File: src/wpm_pkg.sv
// Shared types and byte constants for the wildcard pattern match unit.
package wpm_pkg;

  // Item kinds carried on the input tuser field
  typedef enum logic [1:0] {
    KIND_CLEAR  = 2'd0,
    KIND_APPEND = 2'd1,
    KIND_TEXT   = 2'd2,
    KIND_END    = 2'd3
  } wpm_kind_t;

  // Wildcard bytes in the mask
  localparam logic [7:0] STAR_BYTE = 8'h2A;
  localparam logic [7:0] ANY_BYTE  = 8'h3F;

  // Classified item passed from the front end to the matcher
  typedef struct packed {
    wpm_kind_t  kind;
    logic [7:0] ch;
    logic       is_star;
  } wpm_item_t;

endpackage

File: src/wpm_front.sv
// Input stage: registers each incoming transaction and classifies its byte.
module wpm_front
  import wpm_pkg::*;
(
  input  logic       clk,
  input  logic       rst,
  input  logic       in_valid,
  output logic       in_ready,
  input  logic [1:0] in_kind,
  input  logic [7:0] in_ch,
  output logic       out_valid,
  input  logic       out_ready,
  output wpm_item_t  out_item
);

  logic      held;
  wpm_item_t item;

  // Accept when the stage is empty or drains this cycle
  assign in_ready  = !held || out_ready;
  assign out_valid = held;
  assign out_item  = item;

  // Hold the valid flag
  always_ff @(posedge clk) begin
    if (rst) begin
      held <= 1'b0;
    end else if (in_ready) begin
      held <= in_valid;
    end
  end

  // Capture and classify the payload
  always_ff @(posedge clk) begin
    if (in_valid && in_ready) begin
      item.kind    <= wpm_kind_t'(in_kind);
      item.ch      <= in_ch;
      item.is_star <= (in_ch == STAR_BYTE);
    end
  end

endmodule

File: src/wpm_queue.sv
// Short FIFO of classified items between the front end and the matcher.
module wpm_queue
  import wpm_pkg::*;
#(
  parameter int DEPTH = 2
) (
  input  logic      clk,
  input  logic      rst,
  input  logic      in_valid,
  output logic      in_ready,
  input  wpm_item_t in_item,
  output logic      out_valid,
  input  logic      out_ready,
  output wpm_item_t out_item
);

  localparam int PW = (DEPTH > 1) ? $clog2(DEPTH) : 1;
  localparam int CW = $clog2(DEPTH + 1);
  localparam logic [PW-1:0] LAST = PW'(DEPTH - 1);

  wpm_item_t       slots [DEPTH];
  logic [PW-1:0]   wr_ptr;
  logic [PW-1:0]   rd_ptr;
  logic [CW-1:0]   count;
  logic            push;
  logic            pop;

  assign in_ready  = (count != CW'(DEPTH));
  assign out_valid = (count != '0);
  assign out_item  = slots[rd_ptr];
  assign push      = in_valid && in_ready;
  assign pop       = out_valid && out_ready;

  // Advance pointers and occupancy
  always_ff @(posedge clk) begin
    if (rst) begin
      wr_ptr <= '0;
      rd_ptr <= '0;
      count  <= '0;
    end else begin
      if (push) begin
        wr_ptr <= (wr_ptr == LAST) ? '0 : wr_ptr + 1'b1;
      end
      if (pop) begin
        rd_ptr <= (rd_ptr == LAST) ? '0 : rd_ptr + 1'b1;
      end
      if (push && !pop) begin
        count <= count + 1'b1;
      end else if (pop && !push) begin
        count <= count - 1'b1;
      end
    end
  end

  // Store entries
  always_ff @(posedge clk) begin
    if (push) begin
      slots[wr_ptr] <= in_item;
    end
  end

endmodule

File: src/wpm_back.sv
// Matcher: mask store, active position set update and result register.
module wpm_back
  import wpm_pkg::*;
#(
  parameter int MAX_MASK = 32
) (
  input  logic       clk,
  input  logic       rst,
  input  logic       in_valid,
  output logic       in_ready,
  input  wpm_item_t  in_item,
  output logic       out_valid,
  input  logic       out_ready,
  output logic       out_matched,
  output logic       out_overflow
);

  localparam int W  = MAX_MASK + 1;
  localparam int LV = $clog2(W);
  localparam int IW = (MAX_MASK > 1) ? $clog2(MAX_MASK) : 1;
  localparam int LW = $clog2(MAX_MASK + 1);

  logic [7:0]          mask_store [MAX_MASK];
  logic [LW-1:0]       mask_length;
  logic [MAX_MASK-1:0] live;
  logic [MAX_MASK-1:0] star;
  logic [W-1:0]        active;
  logic                overflow;

  logic [LW-1:0]       length_next;
  logic [MAX_MASK-1:0] live_next;
  logic [MAX_MASK-1:0] star_next;
  logic                overflow_next;
  logic                has_room;
  logic                take;
  logic [MAX_MASK-1:0] hold_pos;
  logic [MAX_MASK-1:0] adv_pos;
  logic [W-1:0]        stepped;
  logic [W-1:0]        seed;
  logic [W-1:0]        cg [LV+1];
  logic [W-1:0]        cp [LV+1];

  assign has_room = (mask_length < LW'(MAX_MASK));

  // Stall only a result while the output register is still full
  assign in_ready = (in_item.kind != KIND_END) || !out_valid || out_ready;
  assign take     = in_valid && in_ready;

  // Step each live active position over the text byte
  always_comb begin
    for (int i = 0; i < MAX_MASK; i++) begin
      hold_pos[i] = active[i] && live[i] && star[i];
      adv_pos[i]  = active[i] && live[i] && !star[i] &&
                    ((mask_store[i] == ANY_BYTE) || (mask_store[i] == in_item.ch));
    end
    stepped = {1'b0, hold_pos} | {adv_pos, 1'b0};
  end

  // Work out mask bookkeeping for this item
  always_comb begin
    length_next   = mask_length;
    live_next     = live;
    star_next     = star;
    overflow_next = overflow;
    seed          = W'(1);
    unique case (in_item.kind)
      KIND_CLEAR: begin
        length_next   = '0;
        live_next     = '0;
        star_next     = '0;
        overflow_next = 1'b0;
      end
      KIND_APPEND: begin
        if (has_room) begin
          length_next                   = mask_length + 1'b1;
          live_next[mask_length[IW-1:0]] = 1'b1;
          star_next[mask_length[IW-1:0]] = in_item.is_star;
        end else begin
          overflow_next = 1'b1;
        end
      end
      KIND_TEXT: begin
        seed = stepped;
      end
      KIND_END: begin
        seed = W'(1);
      end
      default: begin
        seed = W'(1);
      end
    endcase
  end

  // Close the set over runs of stars with a prefix network
  always_comb begin
    cg[0] = seed;
    cp[0] = {star_next, 1'b0};
    for (int l = 0; l < LV; l++) begin
      for (int j = 0; j < W; j++) begin
        if (j >= (1 << l)) begin
          cg[l+1][j] = cg[l][j] | (cp[l][j] & cg[l][j-(1<<l)]);
          cp[l+1][j] = cp[l][j] & cp[l][j-(1<<l)];
        end else begin
          cg[l+1][j] = cg[l][j];
          cp[l+1][j] = cp[l][j];
        end
      end
    end
  end

  // Hold matcher state and the result register
  always_ff @(posedge clk) begin
    if (rst) begin
      mask_length  <= '0;
      live         <= '0;
      star         <= '0;
      overflow     <= 1'b0;
      active       <= W'(1);
      out_valid    <= 1'b0;
      out_matched  <= 1'b0;
      out_overflow <= 1'b0;
    end else begin
      if (take) begin
        mask_length <= length_next;
        live        <= live_next;
        star        <= star_next;
        overflow    <= overflow_next;
        active      <= cg[LV];
      end
      if (take && (in_item.kind == KIND_END)) begin
        out_valid    <= 1'b1;
        out_matched  <= active[mask_length] && !overflow;
        out_overflow <= overflow;
      end else if (out_ready) begin
        out_valid <= 1'b0;
      end
    end
  end

  // Write mask bytes
  always_ff @(posedge clk) begin
    if (take && (in_item.kind == KIND_APPEND) && has_room) begin
      mask_store[mask_length[IW-1:0]] <= in_item.ch;
    end
  end

  // Active positions never lie past the end of the mask
  assert property (@(posedge clk) disable iff (rst)
    (active & ~{live, 1'b1}) == '0)
    else $error("active position beyond mask length");

  // Star flags only mark stored positions
  assert property (@(posedge clk) disable iff (rst)
    (star & ~live) == '0)
    else $error("star flag on an unstored position");

  // Live positions track the stored length
  assert property (@(posedge clk) disable iff (rst)
    $countones(live) == int'(mask_length))
    else $error("live positions disagree with mask length");

  // Overflow only once the store is full
  assert property (@(posedge clk) disable iff (rst)
    overflow |-> (mask_length == LW'(MAX_MASK)))
    else $error("overflow flagged with room left");

endmodule

File: src/wildcard_pattern_match_unit.sv
// Top level of the wildcard pattern match unit: front end, queue and matcher.
//
//  Channel   Direction  Contents
//  s_axis    in         tuser[1:0] kind, tdata[7:0] ch
//  m_axis    out        tdata[0] matched, tdata[1] mask_overflow, tdata[7:2] zero
//
// One item per cycle sustained while m_axis takes results: the matcher updates its
// state for every kind as it accepts it, limited by the byte compare and the
// star-closure prefix network. With the queue empty, a result passes the input
// register, the queue and the result register before it is valid on m_axis.
// Reset empties the mask, clears overflow and flushes the input stage and queue.
// A stalled result stops end-of-text items; earlier mask and text items drain on.
module wildcard_pattern_match_unit
  import wpm_pkg::*;
#(
  parameter int MAX_MASK    = 32,
  parameter int QUEUE_DEPTH = 2
) (
  input  logic       clk,
  input  logic       rst,
  input  logic       s_axis_tvalid,
  output logic       s_axis_tready,
  input  logic [7:0] s_axis_tdata,   // [7:0] ch
  input  logic [1:0] s_axis_tuser,   // [1:0] kind
  output logic       m_axis_tvalid,
  input  logic       m_axis_tready,
  output logic [7:0] m_axis_tdata    // [0] matched, [1] mask_overflow, [7:2] zero
);

  logic      front_valid;
  logic      front_ready;
  wpm_item_t front_item;
  logic      queue_valid;
  logic      queue_ready;
  wpm_item_t queue_item;
  logic      matched;
  logic      overflow;

  wpm_front u_front (
    .clk       (clk),
    .rst       (rst),
    .in_valid  (s_axis_tvalid),
    .in_ready  (s_axis_tready),
    .in_kind   (s_axis_tuser),
    .in_ch     (s_axis_tdata),
    .out_valid (front_valid),
    .out_ready (front_ready),
    .out_item  (front_item)
  );

  wpm_queue #(
    .DEPTH (QUEUE_DEPTH)
  ) u_queue (
    .clk       (clk),
    .rst       (rst),
    .in_valid  (front_valid),
    .in_ready  (front_ready),
    .in_item   (front_item),
    .out_valid (queue_valid),
    .out_ready (queue_ready),
    .out_item  (queue_item)
  );

  wpm_back #(
    .MAX_MASK (MAX_MASK)
  ) u_back (
    .clk          (clk),
    .rst          (rst),
    .in_valid     (queue_valid),
    .in_ready     (queue_ready),
    .in_item      (queue_item),
    .out_valid    (m_axis_tvalid),
    .out_ready    (m_axis_tready),
    .out_matched  (matched),
    .out_overflow (overflow)
  );

  // Pack the result transaction
  assign m_axis_tdata = {6'b0, overflow, matched};

endmodule

File: config.mk
export PLATFORM = sky130hd
export DESIGN_NAME = wildcard_pattern_match_unit
export DESIGN_NICKNAME = d
export VERILOG_FILES = /design/src/wpm_pkg.sv /design/src/wpm_front.sv /design/src/wpm_queue.sv /design/src/wpm_back.sv /design/src/wildcard_pattern_match_unit.sv
export SDC_FILE = /design/constraint.sdc
export NUM_CORES = 1
export LEC_CHECK = 0
export BUFFER_PORTS_ARGS = -buffer_cell sky130_fd_sc_hd__buf_2
export CAP_MARGIN = 20
export CORE_ASPECT_RATIO = 1.75
export CORE_MARGIN = 2
export CORE_UTILIZATION = 64
export DETAILED_ROUTE_END_ITERATION = 16
export GPL_TIMING_DRIVEN = 0
export PLACE_DENSITY = 0.81
export SETUP_SLACK_MARGIN = 0.05
export SLEW_MARGIN = 20
export SYNTH_ARGS = -nofsm -noshare
export SYNTH_HDL_FRONTEND = slang
export SYNTH_SLANG_ARGS = --single-unit
File: constraint.sdc
create_clock -name clk -period 4.5 [get_ports clk]
set_clock_uncertainty 0.05 [all_clocks]
set_input_delay 0.9 -clock clk [delete_from_list [all_inputs] [get_ports clk]]
set_output_delay 0.9 -clock clk [all_outputs]
set_load 0.1 [all_outputs]
==> qor.yml, run 1 <==
outcome:
  outcome: "finished, final reports clean"
pwr:
  pwr_density_cell_nw_per_um2: 507
  ir_worst_vdd_mv: 0.422
  power_frac_comb_pct: 30.6
  p_leak_nw: 6.71
  switching_share_pct: 35.8
  p_seq_share_pct: 40.2
  power_switching_mw: 4.01
  p_total_mw: 11.2
  power_frac_clock_pct: 29.3
  p_int_mw: 7.21
placement:
  placedCellCount: 2272
  dp_hpwl_um: 47700
  place_congestion: 1.10
  port_buffers: 16
logic_synthesis:
  yosysMostFrequentCell: "edfxtp_1"
  ys_ff_latch: 402
  syn-instance-count: 1858
  synth_area_um2: 20100
  synth_common_cells: "edfxtp_1 (289), xnor2_1 (247), nor2_1 (180), nand2_1 (130), a21oi_1 (119)"
  ys_warn_count: 0
  synth_adder_area_share_pct: 0.311
  synth-compound-area-share_pct: 13.4
  async_flop_share_pct: 0
  synth-simple-area-share_pct: 14.9
  synthXorXnorAreaFrac_pct: 11.5
  ys.flop_type: "edfxtp_1"
  synth_edf_count: 289
  synthDistinctLibCells: 81
  synth_area_leader_cell: "edfxtp_1"
  syn_area_per_cell_um2: 10.8
  synth_top_family_by_area: "simple AND/OR/NAND/NOR gates"
  yosysTopAreaCellShare_pct: 43.2
  synth_mux_area_share_pct: 2.13
  seq_area_frac_synth_pct: 54.4
  synth.area.top_cells: "edfxtp_1 (43%), dfxtp_1 (11%), xnor2_1 (11%)"
critical_path:
  crit_fanout: 10
  crit_chain: "buf_6 -> buf_6 -> mux2i_4 -> buf_4 -> buf_4 -> xnor2_1 -> nor4_1 -> a21oi_1 -> a211oi_1 -> a22oi_1 -> o21ai_1 -> a22oi_1 -> o41ai_1"
  crit_type: "flop to flop"
  rr_worst_depth: 13
  critical_path_arrival_ps: 4750
  startpoint_type: "flop"
  critPathRequiredTime_ps: 4890
  cp-end-kind: "flop"
  slowest_delay_ps: 420
  slowest_stage: "mux2i_4"
cells_and_area:
  nets: 1940
  multi_input_area_um2: 8640
  drive_above_1_share_pct: 9.69
  seq_area_um2: 10900
  syn2layout_area_growth_pct: 10.2
  nFillCells: 2165
  final_util_pct: 71.8
  fin_cells: 2343
timing:
  rsz0062_at_grt: "no"
  max_freq_mhz: 230
  slew_headroom_pct: 22.0
  tightest_slew_ps: 1160
  layout_min_cycle_time_ps: 4350
  setup_viol: 0
  timing_hold_violations_final: 0
  fin_crit_sh_pct: 96.7
  drv_slew: 0
clock_tree:
  h-tree-depth: 2
  cts_tree: "yes"
  clk_path_buf_depth: 3
  cts_sinks: 402
  clk_pin_slew_worst_paths_ps: 60
  numCtsBuffers: 38
  clk_latency_ps: 560
  cts_root_buf: "clkbuf_16"
run:
  max_cap_viol_count: 0
route:
  drt-vias-per-instance: 7.00
  drt-initial-drc-count: 1932
  drtAntennaViolNets: 0
  remaining_drc_errors: 0
  drtPass1Iterations: 9
  vias: 16410
  wl_um: 70200
  wl_per_cell_um: 30.0
grt:
  grt_pass1_wl_um: 102000
  grt_pass1_vias: 16183
  antenna_found_initial: 4
  grt_max_degree: 33
  track_usage_pct: 43.7
  grt.overflow.total: 0
floorplan:
  design.portCount: 24
  die_x_um: 138
  initial_core_util_pct: 65.2
  fp.dieArea_um2: 32900
  die_h_um: 238
  core_area_um2: 30800
  row_count: 85
hold_path:
  hold_depth: 0
  min_path_type: "flop to flop"
-- placed cells by master, fill, tap and decap left out, types with 21 or more instances in the layout --
master and instances:
edfxtp_1 289, xnor2_1 247, nor2_1 175, nand2_1 130, a21oi_1 117, dfxtp_1 113
o21ai_0 70, nor4_1 70, nand3_1 62, clkbuf_1 55, nand4_1 44, clkbuf_16 39
a22oi_1 32, inv_1 31, a31oi_1 28, buf_2 27, nor3_1 27, buf_4 26
and2_1 21
-- registers in the layout, indices dropped and copies added, names as in the netlist, named ones only --
name	flops
u_front.out_item	11
u_back.active	33
u_back.mask_length	6
u_back.out_matched	1
u_back.live	32
u_back.star	32
u_front.out_valid	1
u_queue.rd_ptr	1
u_back.overflow	1
u_queue.slots	22
u_queue.count	2
u_back.out_valid	1
u_back.out_overflow	1
u_queue.wr_ptr	1
u_back.mask_store	256
-- metal layers --
| layer | up-vias | track usage [%] | part of all wire, % |
|---|---|---|---|
| met5 | - | 0 | 0.028 |
| met4 | 4 | 36.0 | 10 |
| met3 | 444 | 16.1 | 12 |
| met2 | 1181 | 66.0 | 45 |
| met1 | 7763 | 48.5 | 32 |
| li1 | 7018 | - | - |
-- power by group through the flow --
stage	clock [mW]	combinational (mW)	sequential (mW)
final	3.29	3.43	4.51
after global routing	3.41	3.55	4.53
after CTS	3.28	3.26	4.50
after detailed placement	0	3.23	4.58
after global placement	0	3.15	4.58
after floorplan	0	2.13	4.50
-- cells by family after synthesis --
group                    after synthesis
AO/OA/AOI/OAI                        412
other                                  1
multiplexers                          24
adder cells (fa/ha/maj)                5
buffers and inverters                146
flip-flops                           402
XOR/XNOR                             263
AND/OR/NAND/NOR                      605
-- stage by stage --
stage	setup slack (ps)	hold slack (ps)	area, um2	TNS [ps]
finish	147	393	22100	0
global route	54.5	405	22100	0
CTS	61.0	394	22100	0
detailed placement	-927	381	20700	-73020
global placement	-1240	373	20700	-79640
floorplan	1050	371	20100	0
-- what timing repair did --
action                     4_1_cts  5_1_grt
setup endpoints to repair      152      219
hold buffers                     0        0
buffers inserted                 2        0
resized for setup               20       15
pin swaps                        1        0
-- critical path, delay by kind of cell, from the launching register on --
family                 cells  cell delay (ps)
multiplexers               1              420
flip-flops                 1              330
AND/OR/NAND/NOR            1              350
XOR/XNOR                   1              100
AO/OA/AOI/OAI              6             2000
buffers and inverters      4              970
-- path summary, 6_finish.rpt --
kind | from | endpoint | slack (ps)
worst min register to register | u_front.out_item[1]$_DFFE_PP_ | u_queue.slots[0][1]$_DFFE_PP_ | 390
worst max register to register | flop | u_back.active[30]$_SDFFE_PP0P_ | 150
worst min-delay path | u_front.out_item[1]$_DFFE_PP_ | u_queue.slots[0][1]$_DFFE_PP_ | 390
worst max-delay path | flop | u_back.active[30]$_SDFFE_PP0P_ | 150
-- layout make-up --
class | count | area share, %
inverters | 39 | 0.661
clock buffers | 44 | 4.49
clock inverters | 26 | 1.21
multi-input cells | 1315 | 39.0
well taps | 391 | 2.21
repair buffers | 21 | 0.531
flip-flops and latches | 402 | 49.4
plain buffers | 104 | 2.45
diodes | 1 | 0.0113
(Power assumes the default switching activity.)
==> run 2: changes to the inputs <==
--- a/config.mk
+++ b/config.mk
@@ -8,7 +8,7 @@
 export BUFFER_PORTS_ARGS = -buffer_cell sky130_fd_sc_hd__buf_2
 export CAP_MARGIN = 20
 export CORE_ASPECT_RATIO = 1.75
-export CORE_MARGIN = 2
+export CORE_MARGIN = 10
 export CORE_UTILIZATION = 64
 export DETAILED_ROUTE_END_ITERATION = 16
 export GPL_TIMING_DRIVEN = 0
==> run 2 against run 1 <==
Cell count about the same. Clock power decreased by 5%. Hold slack improved by 6.2 ps. Combinational power about the same. Global-route usage decreased by 9.1 points. Count of clock-buffer cells in the layout unchanged. Critical path type unchanged. Largest cell class unchanged. Largest power group unchanged. Highest routed layer unchanged.
==> qor.yml, run 2 (same netlist as run 1, synthesis figures left out) <==
outcome:
  outcome: "finished, final reports clean"
timing:
  slew_headroom_pct: 26.1  # +4.0 points
  final.hold.worst_slack_ps: 399  # +6.18 ps
  timing_hold_violations_final: 0  # unchanged
  layout_min_cycle_time_ps: 4490  # +137 ps
  max_freq_mhz: 223  # -3.0%
  rsz0062_at_grt: "yes"
  setup_viol: 0  # unchanged
  tightest_slew_ps: 1110  # -54.0 ps
  drv_slew: 0  # unchanged
  fin_crit_sh_pct: 99.8  # +3.0 points
clock_tree:
  clk_latency_ps: 560  # about the same
  clk_path_buf_depth: 3  # unchanged
  postCtsHoldBufs: 0  # unchanged
  cts_sinks: 402  # unchanged
  h-tree-depth: 2  # unchanged
  numCtsBuffers: 37  # -2.6%
  clk_pin_slew_worst_paths_ps: 70  # about the same
  cts_tree: "yes"
  cts_root_buf: "clkbuf_16"
critical_path:
  slowest_stage: "a211oi_2"
  crit_chain: "buf_6 -> mux2i_2 -> buf_4 -> buf_4 -> xnor2_1 -> nor4_1 -> a21oi_1 -> a211oi_1 -> a21oi_1 -> o22ai_1 -> a211oi_2 -> o21a_1 -> a31oi_1"
  critical_path_arrival_ps: 4820  # +70 ps
  crit_fanout: 10  # unchanged
  crit_type: "flop to flop"
  critPathRequiredTime_ps: 4830  # -60 ps
  startpoint_type: "flop"
  cp-end-kind: "flop"
  slowest_delay_ps: 700  # +280 ps
cells_and_area:
  drive_above_1_share_pct: 9.24  # -0.45 points
  nFillCells: 2167  # +0.092%
  final_cell_mix: "edfxtp_1 (289), xnor2_1 (247), nor2_1 (175), nand2_1 (130), a21oi_1 (117)"
  syn2layout_area_growth_pct: 9.58
  postLayoutCellArea_um2: 22000  # -0.53%
  largest_reg_flops: 256  # unchanged
  seq_area_um2: 10900  # unchanged
  nets: 1941  # +0.052%
  final_common_cell: "edfxtp_1"
  multi_input_area_um2: 8600  # -0.46%
placement:
  place_congestion: 1.06  # -2.9%
  dp_hpwl_um: 47800  # +0.23%
  port_buffers: 16  # unchanged
  post_dp_cell_area_um2: 20700  # about the same
floorplan:
  die_x_um: 154  # +12%
  die_h_um: 254  # +6.7%
  design.portCount: 24  # unchanged
  row_count: 85  # unchanged
  initial_core_util_pct: 65.2  # unchanged
  fp.dieArea_um2: 39200  # +19%
  core_area_um2: 30800  # unchanged
grt:
  grt.overflow.total: 0  # unchanged
  track_usage_pct: 34.6  # -9.1 points
  antenna_found_initial: 1  # -3
  grt_pass1_wl_um: 101000  # -0.46%
  grt_max_degree: 33  # unchanged
  grt_pass1_vias: 16429  # +1.5%
pwr:
  p_int_mw: 7.08  # -1.9%
  power_frac_comb_pct: 30.9  # +0.3 points
  power_switching_mw: 3.95  # -1.6%
  p_leak_nw: 6.67  # -0.52%
  power_frac_clock_pct: 28.4  # -0.9 points
  ir_worst_vdd_mv: 0.478  # +13%
  p_seq_share_pct: 40.7  # +0.5 points
  switching_share_pct: 35.8  # +0.071 points
  pwr_density_cell_nw_per_um2: 501  # -1.3%
route:
  drtPass1Iterations: 6  # -3
  drt-initial-drc-count: 2275  # +18%
  drt-vias-per-instance: 7.03  # +0.43%
  wl_per_cell_um: 29.6  # -1.1%
  vias: 16466  # +0.34%
  remaining_drc_errors: 0  # unchanged
  drtAntennaViolNets: 0  # unchanged
  wl_um: 69300  # -1.2%
run:
  max_cap_viol_count: 0  # unchanged
hold_path:
  min_path_type: "flop to flop"
run 2: critical path, delay by kind of cell, from the launching register on:
family / cells / cell delay (ps)
XOR/XNOR: 1 / 170
multiplexers: 1 / 690
AO/OA/AOI/OAI: 7 / 2110
AND/OR/NAND/NOR: 1 / 90
buffers and inverters: 3 / 870
flip-flops: 1 / 340
run 2: power groups by stage:
stage	Sequential [mW]	Clock (mW)	Combinational, mW
after floorplan	4.50	0	2.13
after global placement	4.56	0	3.16
after detailed placement	4.56	0	3.23
after CTS	4.48	3.13	3.28
after global routing	4.49	3.26	3.54
final	4.49	3.14	3.40
run 2: metrics by stage:
| stage | setup TNS [ps] | util [%] | instances | setup slack (ps) | power [mW] |
|---|---|---|---|---|---|
| after global placement | -65740 | 67.1 | 2270 | -977 | 7.72 |
| after CTS | 0 | 71.3 | 2340 | 128 | 10.9 |
| after global routing | 0 | 71.4 | 2340 | 9.41 | 11.3 |
| after detailed placement | -67750 | 67.2 | 2273 | -916 | 7.79 |
| final | 0 | 71.4 | 2341 | 10.4 | 11.0 |
| after floorplan | 0 | - | 1863 | 1050 | 6.63 |
run 2: path summary, 6_finish.rpt:
kind	startpoint	to	slack, ps	cells past startpoint
worst min register to register	u_front.out_item[3]$_DFFE_PP_	u_queue.slots[1][3]$_DFFE_PP_	400	0
worst min-delay path	u_front.out_item[3]$_DFFE_PP_	u_queue.slots[1][3]$_DFFE_PP_	400	0
worst max-delay path	flop	u_back.active[19]$_SDFFE_PP0P_	10	13
worst max register to register	flop	u_back.active[19]$_SDFFE_PP0P_	10	13
run 2: metal layers:
| metal | routed length (um) | part of all wire (%) | GRT usage, % | vias up |
|---|---|---|---|---|
| li1 | - | - | - | 7029 |
| met1 | 23400 | 34 | 38.5 | 7854 |
| met2 | 32700 | 47 | 56.4 | 1200 |
| met3 | 7050 | 10 | 7.84 | 381 |
| met4 | 6080 | 8.8 | 27.1 | 2 |
| met5 | 18 | 0.026 | 0 | - |
run 2: final cells by class:
type	count	area share (%)
multi-input combinational	1315	39.1
tap	391	2.22
inverter	39	0.665
antenna	1	0.0114
clock inverter	22	1.01
timing repair buffer	21	0.534
buffer	106	2.52
sequential	402	49.7
clock buffer	44	4.32
run 2: timing repair:
| item | in CTS | in global routing |
|---|---|---|
| setup buffers | 2 | 0 |
| resized for setup | 23 | 12 |
| pin swaps | 1 | 0 |
| setup endpoints to repair | 147 | 54 |
| gates cloned | 0 | 0 |
| endpoints found under the hold margin | 0 | 0 |
